===== src/snts_pkg.sv =====
`timescale 1ns / 1ps
// Shared types and constants of the SNTP server timestamper.
// Depends on nothing; every other file of the block uses it.
package snts_pkg;

  // Width of the time value inside the conversion datapath.
  localparam int unsigned TIME_CALC_W = 64;

  // Number of register stages in one time-to-NTP converter.
  localparam int unsigned CONV_STAGES = 6;

  localparam int unsigned CFG_INDEX_W = 4;
  localparam int unsigned CFG_DATA_W  = 32;

  typedef enum logic {
    CMD_DISCIPLINE = 1'b0,
    CMD_REQUEST    = 1'b1
  } command_e;

  typedef enum logic [CFG_INDEX_W-1:0] {
    CFG_STRATUM = 4'd0,
    CFG_REF_ID  = 4'd1
  } cfg_reg_e;

  localparam logic [7:0]  STRATUM_RESET = 8'd2;
  localparam logic [31:0] REF_ID_RESET  = 32'h564D5300;

  // Seconds between the NTP epoch (1900) and the Unix epoch (1970).
  localparam logic [31:0] NTP_UNIX_DELTA = 32'd2208988800;

  // One million is 2^6 * 15625: the low six bits are split off first.
  localparam int unsigned DIV_SHIFT = 6;
  localparam logic [13:0] DIV_ODD   = 14'd15625;

  // floor(2^58 / 15625); the quotient estimate is low by at most one.
  localparam logic [44:0] Q_MAGIC    = 45'd18446744073709;
  localparam logic [22:0] Q_MAGIC_HI = Q_MAGIC[44:22];
  localparam logic [21:0] Q_MAGIC_LO = Q_MAGIC[21:0];

  // ceil(2^66 / 10^6); exact for the fraction of any remainder below 10^6.
  localparam logic [46:0] FRAC_MAGIC    = 47'd73786976294839;
  localparam logic [22:0] FRAC_MAGIC_HI = FRAC_MAGIC[46:24];
  localparam logic [23:0] FRAC_MAGIC_LO = FRAC_MAGIC[23:0];

  typedef struct packed {
    logic [7:0]  poll;
    logic [31:0] orig_seconds;
    logic [31:0] orig_fraction;
  } meta_t;

  typedef struct packed {
    logic [31:0] seconds;
    logic [31:0] fraction;
  } ntp_ts_t;

endpackage


===== src/snts_ntp_conv.sv =====
`timescale 1ns / 1ps
// Six-stage converter from Unix microseconds to NTP seconds and fraction,
// built from constant reciprocal multiplies. Uses snts_pkg.
module snts_ntp_conv (
  input  logic                                  clk_i,
  input  logic [snts_pkg::CONV_STAGES-1:0]      adv_i,
  input  logic [snts_pkg::TIME_CALC_W-1:0]      time_i,
  output snts_pkg::ntp_ts_t                     ts_o
);
  import snts_pkg::*;

  localparam int unsigned TP_W = TIME_CALC_W - DIV_SHIFT;
  localparam int unsigned TH_W = TP_W - 29;

  logic [TP_W-1:0] tp;
  logic [TH_W-1:0] th;
  logic [28:0]     tl;

  // Stage 1: partial products of the quotient estimate.
  logic [51:0] pp_hh_q, pp_lh_q;
  logic [50:0] pp_hl_q, pp_ll_q;
  logic [15:0] lo16_1_q;
  logic [5:0]  low6_1_q;
  // Stage 2: quotient estimate.
  logic [102:0] prod_sum;
  logic [31:0]  qest_q;
  logic [15:0]  lo16_2_q;
  logic [5:0]   low6_2_q;
  // Stage 3: remainder of the estimate.
  logic [29:0] qm;
  logic [15:0] rem_d, rem_q;
  logic [31:0] q3_q;
  logic [5:0]  low6_3_q;
  // Stage 4: corrected quotient and microsecond remainder.
  logic        corr;
  logic [13:0] rhi;
  logic [19:0] r_d, r_q;
  logic [31:0] sec_d, sec4_q;
  // Stage 5: partial products of the fraction.
  logic [42:0] pa_q;
  logic [43:0] pb_q;
  logic [31:0] sec5_q;
  // Stage 6: fraction.
  logic [66:0] frac_sum;
  ntp_ts_t     ts_q;

  assign tp = time_i[TIME_CALC_W-1:DIV_SHIFT];
  assign th = tp[TP_W-1:29];
  assign tl = tp[28:0];

  always_ff @(posedge clk_i) begin
    if (adv_i[0]) begin
      pp_hh_q  <= 52'(th) * 52'(Q_MAGIC_HI);
      pp_hl_q  <= 51'(th) * 51'(Q_MAGIC_LO);
      pp_lh_q  <= 52'(tl) * 52'(Q_MAGIC_HI);
      pp_ll_q  <= 51'(tl) * 51'(Q_MAGIC_LO);
      lo16_1_q <= tp[15:0];
      low6_1_q <= time_i[DIV_SHIFT-1:0];
    end
  end

  assign prod_sum = (103'(pp_hh_q) << 51) + (103'(pp_hl_q) << 29)
                  + (103'(pp_lh_q) << 22) + 103'(pp_ll_q);

  always_ff @(posedge clk_i) begin
    if (adv_i[1]) begin
      qest_q   <= prod_sum[89:58];
      lo16_2_q <= lo16_1_q;
      low6_2_q <= low6_1_q;
    end
  end

  // The true remainder is below twice the divisor, so 16 bits suffice.
  assign qm    = 30'(qest_q[15:0]) * 30'(DIV_ODD);
  assign rem_d = lo16_2_q - qm[15:0];

  always_ff @(posedge clk_i) begin
    if (adv_i[2]) begin
      rem_q    <= rem_d;
      q3_q     <= qest_q;
      low6_3_q <= low6_2_q;
    end
  end

  assign corr  = (rem_q >= 16'(DIV_ODD));
  assign rhi   = corr ? 14'(rem_q - 16'(DIV_ODD)) : rem_q[13:0];
  assign r_d   = {rhi, low6_3_q};
  assign sec_d = q3_q + NTP_UNIX_DELTA + 32'(corr);

  always_ff @(posedge clk_i) begin
    if (adv_i[3]) begin
      r_q    <= r_d;
      sec4_q <= sec_d;
    end
  end

  always_ff @(posedge clk_i) begin
    if (adv_i[4]) begin
      pa_q   <= 43'(r_q) * 43'(FRAC_MAGIC_HI);
      pb_q   <= 44'(r_q) * 44'(FRAC_MAGIC_LO);
      sec5_q <= sec4_q;
    end
  end

  assign frac_sum = (67'(pa_q) << 24) + 67'(pb_q);

  always_ff @(posedge clk_i) begin
    if (adv_i[5]) begin
      ts_q.seconds  <= sec5_q;
      ts_q.fraction <= frac_sum[65:34];
    end
  end

  assign ts_o = ts_q;

endmodule

===== config.mk =====
export PLATFORM = sky130hd
export DESIGN_NAME = snts_ntp_conv
export DESIGN_NICKNAME = d
export VERILOG_FILES = /design/src/snts_pkg.sv /design/src/snts_ntp_conv.sv
export SDC_FILE = /design/constraint.sdc
export NUM_CORES = 2
export LEC_CHECK = 0
export ABC_AREA = 1
export BUFFER_PORTS_ARGS = -buffer_cell sky130_fd_sc_hd__buf_2
export CAP_MARGIN = 20
export CORE_MARGIN = 2
export CORE_UTILIZATION = 60
export CTS_BUF_LIST = sky130_fd_sc_hd__clkbuf_4 sky130_fd_sc_hd__clkbuf_8 sky130_fd_sc_hd__clkbuf_16
export DETAILED_ROUTE_END_ITERATION = 7
export PLACE_DENSITY = 0.83
export REMOVE_ABC_BUFFERS = 1
export SLEW_MARGIN = 25
export SYNTH_ARGS = -nofsm -noshare
export SYNTH_HDL_FRONTEND = slang
export SYNTH_SLANG_ARGS = --single-unit

===== constraint.sdc =====
create_clock -name clk_i -period 8.7 [get_ports clk_i]
set_input_delay 0.87 -clock clk_i [delete_from_list [all_inputs] [get_ports clk_i]]
set_output_delay 0.87 -clock clk_i [all_outputs]
set_load 0.05 [all_outputs]

# --- Word-level counts from Yosys, hierarchy flattened ---
# Cells that the tools add are included.
# W data, S select, Z words.
word_totals:
  ff_bits: 554
  latchBits: 0
  ramBits: 0
  rom_bits: 0
  inputBits: 71
  output_inout_bits: 64
  wordCells: 36
  n_memories: 0
op_classes:
  addsub: 8
  multipliers: 7
  n_div: 0
  n_lt_le_gt_ge: 1
  eq_ne: 0
  shift: 0
  mux: 1
  n_bitwise: 0
  reduce_logical: 0
ops:
  columns: ["cell", "n"]
  rows:
  - ["$mul A29 B22 Y51 const B", 3]
  - ["$add A90 B51 Y90", 1]
  - ["$add A90 B74 Y90", 1]
  - ["$add A90 B80 Y90", 1]
  - ["$add A66 B44 Y66", 1]
  - ["$mul A20 B24 Y44 const B", 1]
  - ["$mul A20 B22 Y41 const B", 1]
  - ["$mul A29 B22 Y38 const B", 1]
  - ["$add A32 B1 Y32", 1]
  - ["$add A32 B32 Y32 const B", 1]
  - ["$ge A16 B14 Y1 const B", 1]
  - ["$mul A16 B14 Y16 const B", 1]
  - ["$sub A16 B16 Y16", 1]
  - ["$mux W14", 1]
  - ["$sub A14 B14 Y14 const B", 1]

# --- Depth between registers and ports, before layout ---
depth:
  ltp_word: 3
  depth_mapped: 26

# --- Worst setup path after synthesis ---
# No wires, ideal clock.
synth_path:
  kind: "input -> register"
  from: "input time_i[49] in the netlist's numbering"
  to: "register pp_hh_q[35] (data pin)"
  t_arrival_ns: 5.781
  required_time_ns: 8.448
  setup_slack_ns: 2.667
  path_stages: 21
  n_path_buf: 0
  cell_sequence: "inv_1 -> fa_1 -> inv_1 -> fa_1 -> fa_1 -> fa_1 -> inv_1 -> fa_1 -> inv_1 -> fa_1 -> inv_1 -> fa_1 -> inv_1 -> ha_1 -> nand2_1 -> nor4_1 -> nand2_1 -> nand3_2 -> nand2_1 -> nand3_1 -> nand2_1"
synth_via:
  elab_chain_len: 1
synth_rtl:
  columns: ["element", "line_no", "source"]
  rows:
  - ["start: declaration", "snts_ntp_conv.sv:7", "input logic [snts_pkg::TIME_CALC_W-1:0] time_i,"]
  - ["$mul A29 B22 Y38", "snts_ntp_conv.sv:53", "pp_hh_q <= 52'(th) * 52'(Q_MAGIC_HI);"]
  - ["end signal: assignment", "snts_ntp_conv.sv:53", null]
  - ["end: declaration", "snts_ntp_conv.sv:20", "logic [51:0] pp_hh_q, pp_lh_q;"]
# No other way between the ends.
# A chain may end at the register's enable or synchronous reset.

# --- Final worst setup path ---
layout_path:
  from: "input time_i[33] in the netlist's numbering"
  to: "register pp_ll_q[50] (data pin)"
layout_via:
  elab_chain_len: 1
layout_rtl:
  columns: ["element", "line_no", "source"]
  rows:
  - ["$mul A29 B22 Y51", "snts_ntp_conv.sv:56", "pp_ll_q <= 51'(tl) * 51'(Q_MAGIC_LO);"]
  - ["end signal: assignment", "snts_ntp_conv.sv:56", null]
  - ["end: declaration", "snts_ntp_conv.sv:21", "logic [50:0] pp_hl_q, pp_ll_q;"]
# No other way between the ends.

==> flow_summary.toml <==
[sta]
worst_pin_slew_ns = 0.926
skew_ns = 0.0618
tns_ns = 0
slew-limit-headroom_pct = 38.3
hold_viol = 0
rsz0062_at_grt = "no"
post-route-period-util_pct = 80.9
period_needed_ns = 7.03
fmax_mhz = 142
setup_viol = 0
slew_violations = 0

[logic_synthesis]
yosys.cell_count.top_type = "inv_1"
synth_area_leader_cell = "fa_1"
ys_top_cells_by_area = "fa_1 (32%), ha_1 (18%), edfxtp_1 (17%), inv_1 (11%), nand2_1 (6.1%)"
yosysSeqAreaShare_pct = 17.4
yosysWarnings = 0
synthTopCellsByCount = "inv_1 (2,555), nand2_1 (1,414), fa_1 (1,383), ha_1 (1,259), nor2_1 (720)"
synth.distinct_cells = 55
synth_edf_count = 504
ys_ff_latch = 504
synth_top_area_share_pct = 31.8
synth_top_flop_cell = "edfxtp_1"
synth_area_um2 = 87000
syn_avg_cell_area_um2 = 9.05
syn-instance-count = 9617
async_flop_share_pct = 0

[setup_path]
r2r_slack_ns = 1.72
slowest_delay_ns = 0.66
crit_required_ns = 9.04
critPathCaptureType = "register"
arrival_ns = 7.38
crit_chain = "buf_2 -> inv_1 -> ha_1 -> inv_1 -> ha_1 -> inv_1 -> fa_1 -> inv_1 -> fa_1 -> fa_1 -> fa_1 -> inv_1 -> fa_1 -> inv_1 -> ha_1 -> a21oi_1 -> nor2_1 -> nor2_1 -> nand2_1 -> o21ai_0 -> a31oi_1"
worstPathMaxFanout = 11
start_kind = "primary input"
rr_worst_depth = 19
critical_path_class = "primary input to register"
cp_slowest_cell = "fa_1"
cp_common_cell = "inv_1"

[clock_network]
clkSinkCount = 504
htreeDepth = 2
holdBufCountCts = 0
numCtsBuffers = 56
post_cts_buffers = 0
clk_latency_ns = 0.71
clk_pin_slew_ns = 0.07
ctsRootBufferMaster = "clkbuf_16"
cts_max_path_buffers = 3
cts_tree = "yes"
ctsResizeCount = 0

[detailed_routing]
ant_nets = 0
via_per_inst = 5.72
vias = 67273
dr.pass1.iters = 6
first_iter_violations = 6211
finalWirelength_mm = 284
drc = 0
wl_per_cell_um = 24.2

[floorplan]
top_level_ports = 135
dieArea_um2 = 148000
initial_core_util_pct = 60.5
rows = 139
die_h_um = 385
coreArea_um2 = 144000
fp.dieW_um = 385

[placement]
hpwl_mm = 250
globalplace.congestion = 1.06
portBuffers = 134

[cells_and_area]
final_nets = 12531
synthToLayoutAreaGrowth_pct = 5.96
multi_input_area_um2 = 62200
drive_gt1_share_pct = 3.62
regArea_um2 = 15100
fillers = 11874

[outcome]
status = "completed"

[run]
cap_viol_max_count = 0

[hold_path]
hold_path.class = "primary input to register"
holdPathStages = 1

[global_route]
grt_usage_pct = 39.3
antenna_found_initial = 5
grt_max_degree = 68
grt_pass1_vias = 71470
grt_pass1_wl_mm = 429
gr-total-overflow = 0
-- placed cells by master, fill, tap and decap left out, drive strengths merged, types with 18 or more instances in the layout --
cell type / count
o21ai: 305
buf: 145
a31oi: 30
a21boi: 21
nand4: 96
ha: 1259
xnor2: 61
o21bai: 82
clkbuf: 58
nand2: 1436
inv: 2576
clkinv: 20
nor4: 22
fa: 1383
a21o: 35
nand3: 286
nor2: 741
a21oi: 451
xor2: 179
edfxtp: 504
nor3: 79
nand3b: 18
-- metrics by stage --
stage	hold WS, ns	cells	worst slack (ns)	utilization (%)	area [um^2]
floorplan	0.400	9615	2.67	-	87000
global placement	0.401	11663	1.01	62.7	90200
detailed placement	0.405	11663	1.06	62.7	90200
CTS	0.369	11767	1.77	64.1	92200
global route	0.392	11767	1.38	64.1	92200
finish	0.391	11768	1.67	64.1	92200
-- worst paths after layout --
kind	start	end
worst max-delay path	time_i[33]	pp_ll_q[50]
worst min-delay path	time_i[2]	low6_1_q[2]
worst max register to register	r_q[8]	pa_q[39]
worst min register to register	qest_q[18]	q3_q[18]
-- worst max-delay path: cells and delay by family --
| kind | cells | cell delay [ns] |
|---|---|---|
| AO/OA/AOI/OAI | 3 | 1.23 |
| adder cells (fa/ha/maj) | 8 | 3.86 |
| buffers and inverters | 7 | 0.95 |
| AND/OR/NAND/NOR | 3 | 0.45 |
-- area by class of cell --
class	count	share of cell area, %
diodes	1	0.00271
clock buffers	58	1.54
clock inverters	46	0.685
inverters	2564	10.4
multi-input cells	6547	67.5
flip-flops and latches	504	16.4
well taps	1903	2.58
repair buffers	145	0.826
-- sequential cells by signal, summed over array words and instances, names as in the netlist --
name / flops
lo16_2_q: 16
rem_q: 16
pp_ll_q: 30
pp_lh_q: 50
pa_q: 38
low6_1_q: 6
r_q: 20
pp_hh_q: 37
q3_q: 32
sec4_q: 32
low6_2_q: 6
low6_3_q: 6
lo16_1_q: 14
sec5_q: 32
pb_q: 22
qest_q: 32
ts_o: 64
pp_hl_q: 51
-- layer usage --
layer / vias up / wire length, um / global-route usage (%)
met4: 6 / 16800 / 19.0
met3: 841 / 23500 / 6.72
li1: 30309 / - / -
met5: - / 43 / 0
met1: 32980 / 113000 / 51.4
met2: 3137 / 131000 / 63.8
-- kinds of logic (layout without fill, tap and decap cells) --
kind of cell             Yosys count  after routing  synth area share, %
AO/OA/AOI/OAI                    957            957                 6.18
XOR/XNOR                         240            240                 2.42
adder cells (fa/ha/maj)         2642           2642                 49.9
buffers and inverters           2566           2813                 11.1
flip-flops                       504            504                 17.4
other                              0              1                    0
AND/OR/NAND/NOR                 2708           2708                 13.0
Power is left out: the tool's default activity adds up to more than one toggle a clock period on the data nets, which glitch-free logic cannot reach.
