===== src/snts_pkg.sv =====
`timescale 1ns / 1ps
// Shared types and constants of the SNTP server timestamper.
// Depends on nothing; every other file of the block uses it.
package snts_pkg;

  // Width of the time value inside the conversion datapath.
  localparam int unsigned TIME_CALC_W = 64;

  // Number of register stages in one time-to-NTP converter.
  localparam int unsigned CONV_STAGES = 6;

  localparam int unsigned CFG_INDEX_W = 4;
  localparam int unsigned CFG_DATA_W  = 32;

  typedef enum logic {
    CMD_DISCIPLINE = 1'b0,
    CMD_REQUEST    = 1'b1
  } command_e;

  typedef enum logic [CFG_INDEX_W-1:0] {
    CFG_STRATUM = 4'd0,
    CFG_REF_ID  = 4'd1
  } cfg_reg_e;

  localparam logic [7:0]  STRATUM_RESET = 8'd2;
  localparam logic [31:0] REF_ID_RESET  = 32'h564D5300;

  // Seconds between the NTP epoch (1900) and the Unix epoch (1970).
  localparam logic [31:0] NTP_UNIX_DELTA = 32'd2208988800;

  // One million is 2^6 * 15625: the low six bits are split off first.
  localparam int unsigned DIV_SHIFT = 6;
  localparam logic [13:0] DIV_ODD   = 14'd15625;

  // floor(2^58 / 15625); the quotient estimate is low by at most one.
  localparam logic [44:0] Q_MAGIC    = 45'd18446744073709;
  localparam logic [22:0] Q_MAGIC_HI = Q_MAGIC[44:22];
  localparam logic [21:0] Q_MAGIC_LO = Q_MAGIC[21:0];

  // ceil(2^66 / 10^6); exact for the fraction of any remainder below 10^6.
  localparam logic [46:0] FRAC_MAGIC    = 47'd73786976294839;
  localparam logic [22:0] FRAC_MAGIC_HI = FRAC_MAGIC[46:24];
  localparam logic [23:0] FRAC_MAGIC_LO = FRAC_MAGIC[23:0];

  typedef struct packed {
    logic [7:0]  poll;
    logic [31:0] orig_seconds;
    logic [31:0] orig_fraction;
  } meta_t;

  typedef struct packed {
    logic [31:0] seconds;
    logic [31:0] fraction;
  } ntp_ts_t;

endpackage


===== src/snts_discipline.sv =====
`timescale 1ns / 1ps
// Clock offset register and its slew update by one eighth of the error.
// Uses snts_pkg; instantiated by sntp_server_timestamper.
module snts_discipline #(
  parameter int unsigned OFFSET_WIDTH = 48
) (
  input  logic                           clk_i,
  input  logic                           rst_ni,
  input  logic                           start_i,
  input  logic signed [OFFSET_WIDTH-1:0] meas_i,
  output logic signed [OFFSET_WIDTH-1:0] offset_o,
  output logic                           busy_o
);
  import snts_pkg::*;

  localparam int unsigned DW = OFFSET_WIDTH + 1;

  logic signed [OFFSET_WIDTH-1:0] offset_q, offset_d;
  logic signed [DW-1:0]           diff_q, diff_d;
  logic                           pending_q;
  logic                           round_up;
  logic signed [DW-1:0]           step;

  // First step: error between measurement and current offset, registered on start.
  assign diff_d = $signed({meas_i[OFFSET_WIDTH-1], meas_i})
                - $signed({offset_q[OFFSET_WIDTH-1], offset_q});

  // Second step: an arithmetic shift rounds toward minus infinity, so a
  // negative error with a nonzero remainder gets one added back.
  assign round_up = diff_q[DW-1] && (diff_q[2:0] != 3'd0);
  assign step     = diff_q >>> 3;
  assign offset_d = OFFSET_WIDTH'($signed({offset_q[OFFSET_WIDTH-1], offset_q})
                                  + step + $signed({{(DW-1){1'b0}}, round_up}));

  always_ff @(posedge clk_i) begin
    if (start_i) begin
      diff_q <= diff_d;
    end
  end

  always_ff @(posedge clk_i or negedge rst_ni) begin
    if (!rst_ni) begin
      pending_q <= 1'b0;
      offset_q  <= '0;
    end else begin
      pending_q <= start_i;
      if (pending_q) begin
        offset_q <= offset_d;
      end
    end
  end

  assign offset_o = offset_q;
  assign busy_o   = pending_q;

endmodule


===== config.mk =====
export PLATFORM = sky130hd
export DESIGN_NAME = snts_discipline
export DESIGN_NICKNAME = d
export VERILOG_FILES = /design/src/snts_pkg.sv /design/src/snts_discipline.sv
export SDC_FILE = /design/constraint.sdc
export NUM_CORES = 1
export LEC_CHECK = 0
export ABC_AREA = 1
export BUFFER_PORTS_ARGS = -buffer_cell sky130_fd_sc_hd__buf_2
export CAP_MARGIN = 40
export CORE_MARGIN = 2
export CORE_UTILIZATION = 50
export DETAILED_ROUTE_END_ITERATION = 10
export PLACE_DENSITY = 0.75
export SLEW_MARGIN = 0
export SYNTH_ARGS = -nofsm -noshare
export SYNTH_HDL_FRONTEND = slang
export SYNTH_SLANG_ARGS = --single-unit

===== constraint.sdc =====
create_clock -name clk_i -period 3.59 [get_ports clk_i]
set_clock_uncertainty 0.1 [all_clocks]
set_input_delay 0.359 -clock clk_i [delete_from_list [all_inputs] [get_ports clk_i]]
set_output_delay 0.359 -clock clk_i [all_outputs]
set_load 0.02 [all_outputs]

=== Word level (Yosys, flattened, before mapping) ===
Index checks and enable logic that the tools add are counted.

* Register bits after elaboration: 98
* Bits of input ports: 51
* Word-level logic and storage cells: 8

* Add/sub/neg operators: 3
* Reduce and logical (&&, ||, !) cells: 2

{| class="wikitable"
|+ Operators by type and width
! operator !! count
|-
| $sub A48 B48 Y49 || 1
|-
| $add A48 B2 Y48 || 1
|-
| $add A48 B46 Y48 || 1
|-
| $reduce_bool A3 Y1 || 1
|-
| $logic_and A1 B1 Y1 || 1
|}

=== Logic depth before layout (Yosys ltp) ===
Gate-level depths: netlist (run 1).

* Depth after elaboration: 3
* Gate-level depth with buffers: 16
* Mapped depth without buffers: 16

=== Least setup slack after synthesis (run 1) ===
Ideal clock, no wire load.

* Path kind: register to register
* Start: reg diff_q[1]
* End: reg offset_q[32], in the netlist offset_o[32]
* Arrival: 2.285 ns
* Data required time: 3.373 ns
* Setup slack: 1.088 ns
* Stages on the path, launching flop included: 14
* Cells stage by stage: edfxtp_1 > o31a_1 > fa_1 > fa_1 > nand3_1 > nand3_1 > nand2_1 > nand2_1 > nand2_1 > nand3_2 > nand2_1 > nand3_1 > nand3_1 > nand2_1

* Cells in the longest elaborated chain, start to end: 3

{| class="wikitable"
|+ Ends and longest elaborated chain
! element !! line !! text
|-
| from (decl) || snts_discipline.sv:19 || <nowiki>logic signed [DW-1:0] diff_q, diff_d;</nowiki>
|-
| from (signal assigned) || snts_discipline.sv:37 || <nowiki>diff_q <= diff_d;</nowiki>
|-
| $reduce_bool A3 Y1 || snts_discipline.sv:30 || <nowiki>assign round_up = diff_q[DW-1] && (diff_q[2:0] != 3'd0);</nowiki>
|-
| $logic_and A1 B1 Y1 || snts_discipline.sv:30 ||
|-
| $add A48 B2 Y48 || snts_discipline.sv:33 || <nowiki>+ step + $signed({{(DW-1){1'b0}}, round_up}));</nowiki>
|-
| to (signal assigned) || snts_discipline.sv:48 || <nowiki>offset_q <= offset_d;</nowiki>
|-
| to (decl) || snts_discipline.sv:18 || <nowiki>logic signed [OFFSET_WIDTH-1:0] offset_q, offset_d;</nowiki>
|}

Every way passes these cells.
A chain may end at the register's enable or synchronous reset.

=== Worst setup path in the final report (run 1) ===
* Start: reg diff_q[48]
* End: reg offset_q[32], in the netlist offset_o[32]

* Cells in the longest elaborated chain, start to end: 2

{| class="wikitable"
|+ Ends and longest elaborated chain
! element !! line
|-
| $logic_and A1 B1 Y1 || snts_discipline.sv:30
|-
| $add A48 B2 Y48 || snts_discipline.sv:33
|}

Every way passes these cells.

==> results of run 1 <==
-- layout by cell type (no fill, tap or decap), drive strengths merged, types with 49 or more instances in the layout --
cell      n
a21oi   107
buf     105
dfrtp    49
edfxtp   49
ha       94
inv     362
nand2   681
nand3   109
nor2    184
o21ai    62
-- layout make-up --
cell class / count / area (um2)
clock buffers: 9 / 225.2
flip-flops and latches: 98 / 2698
repair buffers: 106 / 588.1
fillers: 2232 / 9514
clock inverters: 7 / 96.34
multi-input cells: 1363 / 7139
well taps: 280 / 350.3
inverters: 359 / 1348
-- stage by stage --
stage	utilization [%]	hold WS [ps]	std cells	setup WS (ps)	cell area, um2
6_report	56.67	129.9	2222	682.8	12440
5_1_grt	56.67	122.3	2222	523.7	12440
4_1_cts	56.67	125.2	2222	702.4	12440
3_5_place_dp	55.16	60.95	2205	756.6	12110
3_3_place_gp	54.89	405.8	2202	859.5	12050
2_1_floorplan	-	-36.59	1830	1088	11230
-- per-layer routing --
| metal | wire [um] | part of all wire (%) | up-vias | track usage, % |
|---|---|---|---|---|
| met5 | 0 | 0 | - | 0 |
| met1 | 17270 | 44 | 5461 | 45.90 |
| met3 | 2423 | 6.2 | 76 | 2.593 |
| li1 | - | - | 5919 | - |
| met4 | 1605 | 4.1 | 0 | 12.28 |
| met2 | 17620 | 45 | 461 | 54.25 |
-- critical path, stage by stage (launching register included) --
cell and delay, ps:
edfxtp_1 540, o31a_1 190, fa_1 460, fa_1 480, nand3_1 100, nand3_1 170, nand2_1 110, nand2_1 90
nand2_1 80, nand3_2 110, nand2_1 100, nand2_1 60, nand2_1 60, nand3_1 70, nand2_1 100
-- worst max path at each step --
stage / cells past startpoint / slack, ps / endpoint
after floorplan: 13 / 1090 / offset_o[32]$_DFFE_PN0P_
after global placement: 13 / 860 / offset_o[40]$_DFFE_PN0P_
after detailed placement: 13 / 760 / offset_o[32]$_DFFE_PN0P_
after CTS: 14 / 700 / offset_o[32]$_DFFE_PN0P_
after global routing: 14 / 520 / offset_o[32]$_DFFE_PN0P_
final: 14 / 680 / offset_o[32]$_DFFE_PN0P_
-- flip-flops by register name, indices dropped and copies added, names as in the netlist --
register  flops
diff_q       49
busy_o        1
offset_o     48
-- repair_timing --
| action | in CTS | in global routing |
|---|---|---|
| hold buffers | 1 | 0 |
| endpoints found under the setup margin | 0 | 0 |
| hold endpoints to repair | 33 | 0 |
-- cells by family (layout without fill, tap and decap cells) --
family	after synthesis	count (layout)	synth area share (%)
adder cells (fa/ha/maj)	97	97	11.01
AND/OR/NAND/NOR	1021	1021	39.11
AO/OA/AOI/OAI	195	195	9.573
flip-flops	98	98	24.03
buffers and inverters	369	481	12.38
XOR/XNOR	50	50	3.901
==> results_dict.tcl, run 1 <==
set metrics [dict create \
    die_x_um 153.8 \
    syn_area_per_cell_um2 6.135 \
    ys_seq_area_share_pct 24.03 \
    startpoint "diff_q[48]$_DFFE_PP_" \
    wl_per_cell_um 17.52 \
    critPathArrivalTime_ps 3090 \
    tightest_slew_ps 558.1 \
    synth_most_common_cell "nand2_1" \
    synth_cells 1830 \
    hold_violations 0 \
    yosys-top-cells-count "650 x nand2_1, 346 x inv_1, 146 x nor2_1" \
    status "finished clean" \
    viasPerCell 5.363 \
    globalplace.congestion 0.9673 \
    holdPathStages 1 \
    synth.top_cell.area_share_pct 21.73 \
    antenna_left 0 \
    antenna_found_initial 0 \
    path_class "reg -> reg" \
    hold_class "in -> reg" \
    cts-htree-levels 3 \
    ys_ff_latch 98 \
    drc 0 \
    hp-start "start_i" \
    insertion_delay_ps 360 \
    max_freq_ghz 0.3440 \
    cts_root_buf "clkbuf_16" \
    vias 11917 \
    maxSlewViolCount 0 \
    max-cap-violations 0 \
    whs_endpoint "busy_o$_DFF_PN0_" \
    rsz0062_at_grt "no" \
    yosysTopAreaCell "nand2_1" \
    drive_above_1_share_pct 11.84 \
    finish.net_count 2085 \
    syn_to_final_growth_pct 10.84 \
    io_buffers 99 \
    rrSetupSlack_ps 680 \
    synth_area_um2 11230 \
    dr.pass1.iters 6 \
    max_slew_margin_pct 62.80 \
    tritoncts "done" \
    yosysWarnings 0 \
    synth.distinct_cells 39 \
    std_cell_rows 54 \
    routed_wirelength_um 38930 \
    synthTopCellsByArea "nand2_1 22%, edfxtp_1 13%, inv_1 12%, dfrtp_1 11%, ha_1 10%" \
    synth_edf_count 49 \
    clkSlewWorstSetupHoldPaths_ps 90 \
    syn_nets 1978 \
    cts-resized-gates 0 \
    reg2reg_from "diff_q[48]$_DFFE_PP_" \
    ys.flop_type "edfxtp_1" \
    grt_overflow 0 \
    async_flop_share_pct 50.00 \
    grt_first_pass_wirelength_um 60130 \
    fin_crit_ps 2907 \
    first_iter_violations 1070 \
    end_kind "flip-flop" \
    die_h_um 153.8 \
    setup_tns_ps 0 \
    cts_inserted_buffers 9 \
    coreArea_um2 21960 \
    reg2reg_to "offset_o[32]$_DFFE_PN0P_" \
    setup_violations 0 \
    boundaryPins 100 \
    cp_data_required_time_ps 3780 \
    cts.sinks 98 \
    fp.dieArea_um2 23670 \
    finalCritPeriodShare_pct 80.98 \
    antenna_cells 0 \
    crit_fanout 5 \
    grt_use_total_pct 33.10 \
    cts_buffer_depth 2 \
    cp-start-kind "flip-flop" \
    post-dp-hpwl_um 33390 \
    grt_pass1_vias 11241 \
    start_util_pct 51.13 \
    grt_max_degree 47 \
    r2r_cells 14 \
    post_cts_buffers 0 \
]
Power of run 1 is not shown: default switching activity piles up to over one toggle a cycle in this logic, so the estimate is an artifact.
==> run 2: changes to the inputs <==
--- a/config.mk
+++ b/config.mk
@@ -11,7 +11,7 @@
 export CORE_MARGIN = 2
 export CORE_UTILIZATION = 50
 export DETAILED_ROUTE_END_ITERATION = 10
-export PLACE_DENSITY = 0.75
+export PLACE_DENSITY = 0.77
 export SLEW_MARGIN = 0
 export SYNTH_ARGS = -nofsm -noshare
 export SYNTH_HDL_FRONTEND = slang
==> constraint.sdc (replaced) <==
create_clock -name clk_i -period 2.5 [get_ports clk_i]
set_clock_uncertainty 0.1 [all_clocks]
set_input_delay 0.25 -clock clk_i [delete_from_list [all_inputs] [get_ports clk_i]]
set_output_delay 0.25 -clock clk_i [all_outputs]
set_load 0.02 [all_outputs]
==> results_dict.tcl, run 2 (synthesis gave the netlist of run 1 again) <==
set metrics [dict create \
    hold_class "in -> reg" \
    io_buffers 99 \
    clkSlewWorstSetupHoldPaths_ps 80 \
    fp.dieArea_um2 23670 \
    routed_wirelength_um 40390 \
    max_slew_margin_pct 51.53 \
    start_util_pct 51.13 \
    rsz0062_at_grt "yes" \
    vias 12193 \
    layout_commonest_cell "nand2_1" \
    post-dp-hpwl_um 34060 \
    status "complete, but fails checks" \
    crit_chain "inv_1, ha_1, nand2_1, nor2_1, nand2_1, nor2_1, nand4_1, nand4_1, nand2_1" \
    drive_above_1_share_pct 19.04 \
    critPathArrivalTime_ps 2540 \
    cts-htree-levels 3 \
    tritoncts "done" \
    grt_pass1_vias 11302 \
    path_delay_family "simple AND/OR/NAND/NOR gates" \
    hold_violations 0 \
    max_stage_delay_ps 500 \
    end_kind "flip-flop" \
    holdPathStages 1 \
    cts_root_buf "clkbuf_16" \
    fin_crit_ps 2533 \
    grt_first_pass_wirelength_um 60820 \
    mostFrequentLayoutCells "626 x nand2_1, 342 x inv_1, 128 x nor2_1, 99 x buf_2, 92 x a21oi_1" \
    max_freq_ghz 0.3948 \
    std_cell_rows 54 \
    setup_tns_ps -67.79 \
    drc 0 \
    fillers 2170 \
    reg2reg_from "offset_o[34]$_DFFE_PN0P_" \
    globalplace.congestion 0.9949 \
    reg2reg_to "diff_q[35]$_DFFE_PP_" \
    max-cap-violations 0 \
    die_x_um 153.8 \
    dr.pass1.iters 5 \
    placed_cells 2254 \
    r2r_cells 9 \
    setup_ws_ps -32.75 \
    grt_use_total_pct 33.75 \
    largest_register "diff_q" \
    grt_max_degree 50 \
    cts_buffer_depth 2 \
    boundaryPins 100 \
    antenna_left 0 \
    syn_to_final_growth_pct 17.91 \
    cts.sinks 98 \
    die_h_um 153.8 \
    coreArea_um2 21960 \
    maxSlewViolCount 0 \
    wl_per_cell_um 17.75 \
    stdcell_count 2276 \
    first_iter_violations 1193 \
    grt_overflow 0 \
    tightest_slew_ps 727.1 \
    finish.net_count 2139 \
    viasPerCell 5.357 \
    cp_common_cell "nand2_1" \
    cts_inserted_buffers 9 \
    insertion_delay_ps 370 \
    critPathBufInv 1 \
    path_class "reg -> reg" \
    hp-start "start_i" \
    largest_reg_flops 49 \
    antenna_cells 0 \
    rrSetupSlack_ps -30 \
    crit_path_top_delay_cell "dfrtp_1" \
    crit_fanout 4 \
    setup_violations 4 \
    finalCritPeriodShare_pct 101.3 \
    antenna_found_initial 1 \
    pre_cts_slack_ps -100.3 \
    cp-start-kind "flip-flop" \
    whs_endpoint "busy_o$_DFF_PN0_" \
    violations "setup timing" \
    cp_data_required_time_ps 2510 \
]
[run 2: changes by cell type in the layout (fill, tap and decap cells not counted), sizes merged]
cell / delta
inv: +1
buf: +54
clkinv: -1
[run 2: worst max path at each step]
stage | endpoint | slack [ps] | cells past startpoint | startpoint
3_3_place_gp | offset_o[32]$_DFFE_PN0P_ | -40 | 13 | diff_q[48]$_DFFE_PP_
6_report | diff_q[35]$_DFFE_PP_ | -30 | 9 | offset_o[34]$_DFFE_PN0P_
4_1_cts | offset_o[22]$_DFFE_PN0P_ | -8 | 11 | diff_q[1]$_DFFE_PP_
2_1_floorplan | offset_o[32]$_DFFE_PN0P_ | 60 | 13 | diff_q[1]$_DFFE_PP_
3_5_place_dp | offset_o[36]$_DFFE_PN0P_ | -100 | 12 | diff_q[48]$_DFFE_PP_
5_1_grt | offset_o[22]$_DFFE_PN0P_ | -120 | 11 | diff_q[1]$_DFFE_PP_
[run 2: timing repair]
action | CTS | global route
setup buffers | 1 | 4
endpoints found under the setup margin | 17 | 50
resized for setup | 4 | 121
hold buffers | 1 | 0
hold endpoints to repair | 49 | 0
pin swaps | 1 | 10
[run 2: per-stage QoR]
stage / utilization, % / hold slack (ps) / instance area (um2)
after floorplan: - / -145.6 / 11230
after global placement: 56.68 / 325.6 / 12450
after detailed placement: 56.68 / 334.5 / 12450
after CTS: 58.19 / 144.9 / 12780
after global routing: 60.28 / 175.7 / 13240
final: 60.28 / 152.8 / 13240
[run 2: layout make-up]
cell class,count,area [um2],area share (%)
Multi-Input combinational cell,1363,7555,57.07
Sequential cell,98,2714,20.50
Clock buffer,9,225.2,1.701
Clock inverter,7,76.32,0.5766
Tap cell,280,350.3,2.647
Inverter,359,1350,10.20
Timing Repair Buffer,160,967.2,7.306
[run 2: worst reg2reg max path: stages, from the launching register on]
cell	delay (ps)
dfrtp_1	500
inv_1	120
ha_1	360
nand2_1	110
nor2_1	240
nand2_1	140
nor2_1	230
nand4_1	230
nand4_1	150
nand2_1	80
[run 2: layer usage]
layer / global-route usage [%] / vias up / wire length, um
met3: 3.946 / 81 / 2975
met4: 11.08 / 0 / 1360
li1: - / 6032 / -
met5: 0 / - / 0
met2: 55.49 / 454 / 18540
met1: 46.42 / 5626 / 17520
Power of run 2 is left out for the same reason.
==> run 3: changes to the inputs <==
--- a/config.mk
+++ b/config.mk
@@ -6,12 +6,13 @@
 export NUM_CORES = 1
 export LEC_CHECK = 0
 export ABC_AREA = 1
+export ABC_CLOCK_PERIOD_IN_PS = 2720
 export BUFFER_PORTS_ARGS = -buffer_cell sky130_fd_sc_hd__buf_2
 export CAP_MARGIN = 40
 export CORE_MARGIN = 2
 export CORE_UTILIZATION = 50
 export DETAILED_ROUTE_END_ITERATION = 10
-export PLACE_DENSITY = 0.77
+export PLACE_DENSITY = 0.75
 export SLEW_MARGIN = 0
 export SYNTH_ARGS = -nofsm -noshare
 export SYNTH_HDL_FRONTEND = slang
==> constraint.sdc (replaced) <==
create_clock -name clk_i -period 2.72 [get_ports clk_i]
set_clock_uncertainty 0.1 [all_clocks]
set_input_delay 0.272 -clock clk_i [delete_from_list [all_inputs] [get_ports clk_i]]
set_output_delay 0.272 -clock clk_i [all_outputs]
set_load 0.02 [all_outputs]
==> results_dict.tcl, run 3 (synthesis gave the netlist of run 1 again) <==
set metrics [dict create \
    vias 11971 \
    setup_violations 0 \
    clkSlewWorstSetupHoldPaths_ps 80 \
    insertion_delay_ps 370 \
    reg2reg_to "diff_q[38]$_DFFE_PP_" \
    crit_fanout 4 \
    tritoncts "done" \
    post_cts_buffers 0 \
    pre_cts_slack_ps 12.01 \
    grt_first_pass_wirelength_um 61880 \
    crit_path_top_delay_cell "dfrtp_1" \
    hold_class "in -> reg" \
    syn_to_final_growth_pct 12.31 \
    fin_crit_ps 2626 \
    holdPathStages 1 \
    cts_buffer_depth 2 \
    path_class "reg -> reg" \
    drive_above_1_share_pct 13.34 \
    maxSlewViolCount 0 \
    stdcell_count 2244 \
    largest_register "diff_q" \
    std_cell_rows 54 \
    status "finished clean" \
    holdWs_ps 179.6 \
    wl_per_cell_um 17.85 \
    cp-start-kind "flip-flop" \
    dr.pass1.iters 5 \
    die_x_um 153.8 \
    globalplace.congestion 0.9671 \
    max_slew_margin_pct 58.11 \
    first_iter_violations 934 \
    whs_endpoint "busy_o$_DFF_PN0_" \
    setup_tns_ps 0 \
    die_h_um 153.8 \
    max-cap-violations 0 \
    cts.sinks 98 \
    finalCritPeriodShare_pct 96.54 \
    r2r_cells 14 \
    max_stage_delay_ps 450 \
    grt_use_total_pct 34.35 \
    hp-start "start_i" \
    rsz0062_at_grt "no" \
    routed_wirelength_um 40050 \
    placed_cells 2227 \
    fp.dieArea_um2 23670 \
    cts_inserted_buffers 9 \
    max_freq_ghz 0.3808 \
    tightest_slew_ps 627.5 \
    end_kind "flip-flop" \
    start_util_pct 51.13 \
    antenna_found_initial 0 \
    io_buffers 99 \
    cp_common_cell "nand2_2" \
    crit_chain "ha_1, fa_1, inv_1, nand3_2, nand2_2, nand2_2, nand2_4, nand3_2, nand2_2, nand2_2, nand2_2, nand2_1, nand3_1, nand2_1" \
    drc 0 \
    boundaryPins 100 \
    setup_ws_ps 94.22 \
    cts-htree-levels 3 \
    hold_violations 0 \
    mostFrequentLayoutCells "643 x nand2_1, 346 x inv_1, 146 x nor2_1, 99 x buf_2, 98 x a21oi_1" \
    path_delay_family "simple AND/OR/NAND/NOR gates" \
    grt_pass1_vias 11280 \
    antenna_left 0 \
    coreArea_um2 21960 \
    finish.net_count 2107 \
    layout_commonest_cell "nand2_1" \
    viasPerCell 5.335 \
    critPathArrivalTime_ps 2630 \
    largest_reg_flops 49 \
    critPathBufInv 1 \
    grt_max_degree 47 \
    rrSetupSlack_ps 90 \
    cp_data_required_time_ps 2720 \
    post-dp-hpwl_um 34310 \
    antenna_cells 0 \
    grt_overflow 0 \
    reg2reg_from "offset_o[0]$_DFFE_PN0P_" \
    cts_root_buf "clkbuf_16" \
]
-- run 3: area by class of cell --
class | instances | area (um2)
inverter | 359 | 1348
sequential | 98 | 2698
timing repair buffer | 128 | 728.2
multi-input combinational | 1363 | 7174
clock buffer | 9 | 225.2
tap | 280 | 350.3
fill | 2290 | 9349
clock inverter | 7 | 86.33
-- run 3: through the flow --
step           utilization (%)  area, um2
4_1_cts                  57.28      12580
3_3_place_gp             55.71      12230
5_1_grt                  57.42      12610
3_5_place_dp             55.80      12250
6_report                 57.42      12610
2_1_floorplan                -      11230
-- run 3: metal layers --
layer	routed length (um)	global-route usage, %	share of wire, %
met2	18130	55.96	45
met5	0	0	0
met1	18300	48.13	46
met4	1092	10.06	2.7
met3	2524	4.087	6.3
-- run 3: what timing repair did --
| item | CTS | global route |
|---|---|---|
| pin swaps | 0 | 1 |
| hold buffers | 1 | 0 |
| endpoints found under the setup margin | 1 | 7 |
| hold endpoints to repair | 21 | 0 |
| gates resized for setup | 1 | 10 |
-- run 3: how the worst max path moves through the flow --
stage / start / depth (start not counted) / end / slack [ps]
global route: offset_o[0]$_DFFE_PN0P_ / 12 / diff_q[44]$_DFFE_PP_ / 9
global placement: diff_q[1]$_DFFE_PP_ / 13 / offset_o[32]$_DFFE_PN0P_ / 120
floorplan: diff_q[1]$_DFFE_PP_ / 13 / offset_o[32]$_DFFE_PN0P_ / 220
detailed placement: diff_q[1]$_DFFE_PP_ / 13 / offset_o[32]$_DFFE_PN0P_ / 10
CTS: diff_q[1]$_DFFE_PP_ / 14 / offset_o[32]$_DFFE_PN0P_ / 40
finish: offset_o[0]$_DFFE_PN0P_ / 14 / diff_q[38]$_DFFE_PP_ / 90
-- run 3: worst reg2reg max path: stages, from the launching register on --
cell and delay (ps):
dfrtp_1 450, ha_1 240, fa_1 400, inv_1 140
nand3_2 80, nand2_2 140, nand2_2 80, nand2_4 80
nand3_2 70, nand2_2 160, nand2_2 70, nand2_2 80
nand2_1 80, nand3_1 90, nand2_1 100
Power of run 3 is left out for the same reason.
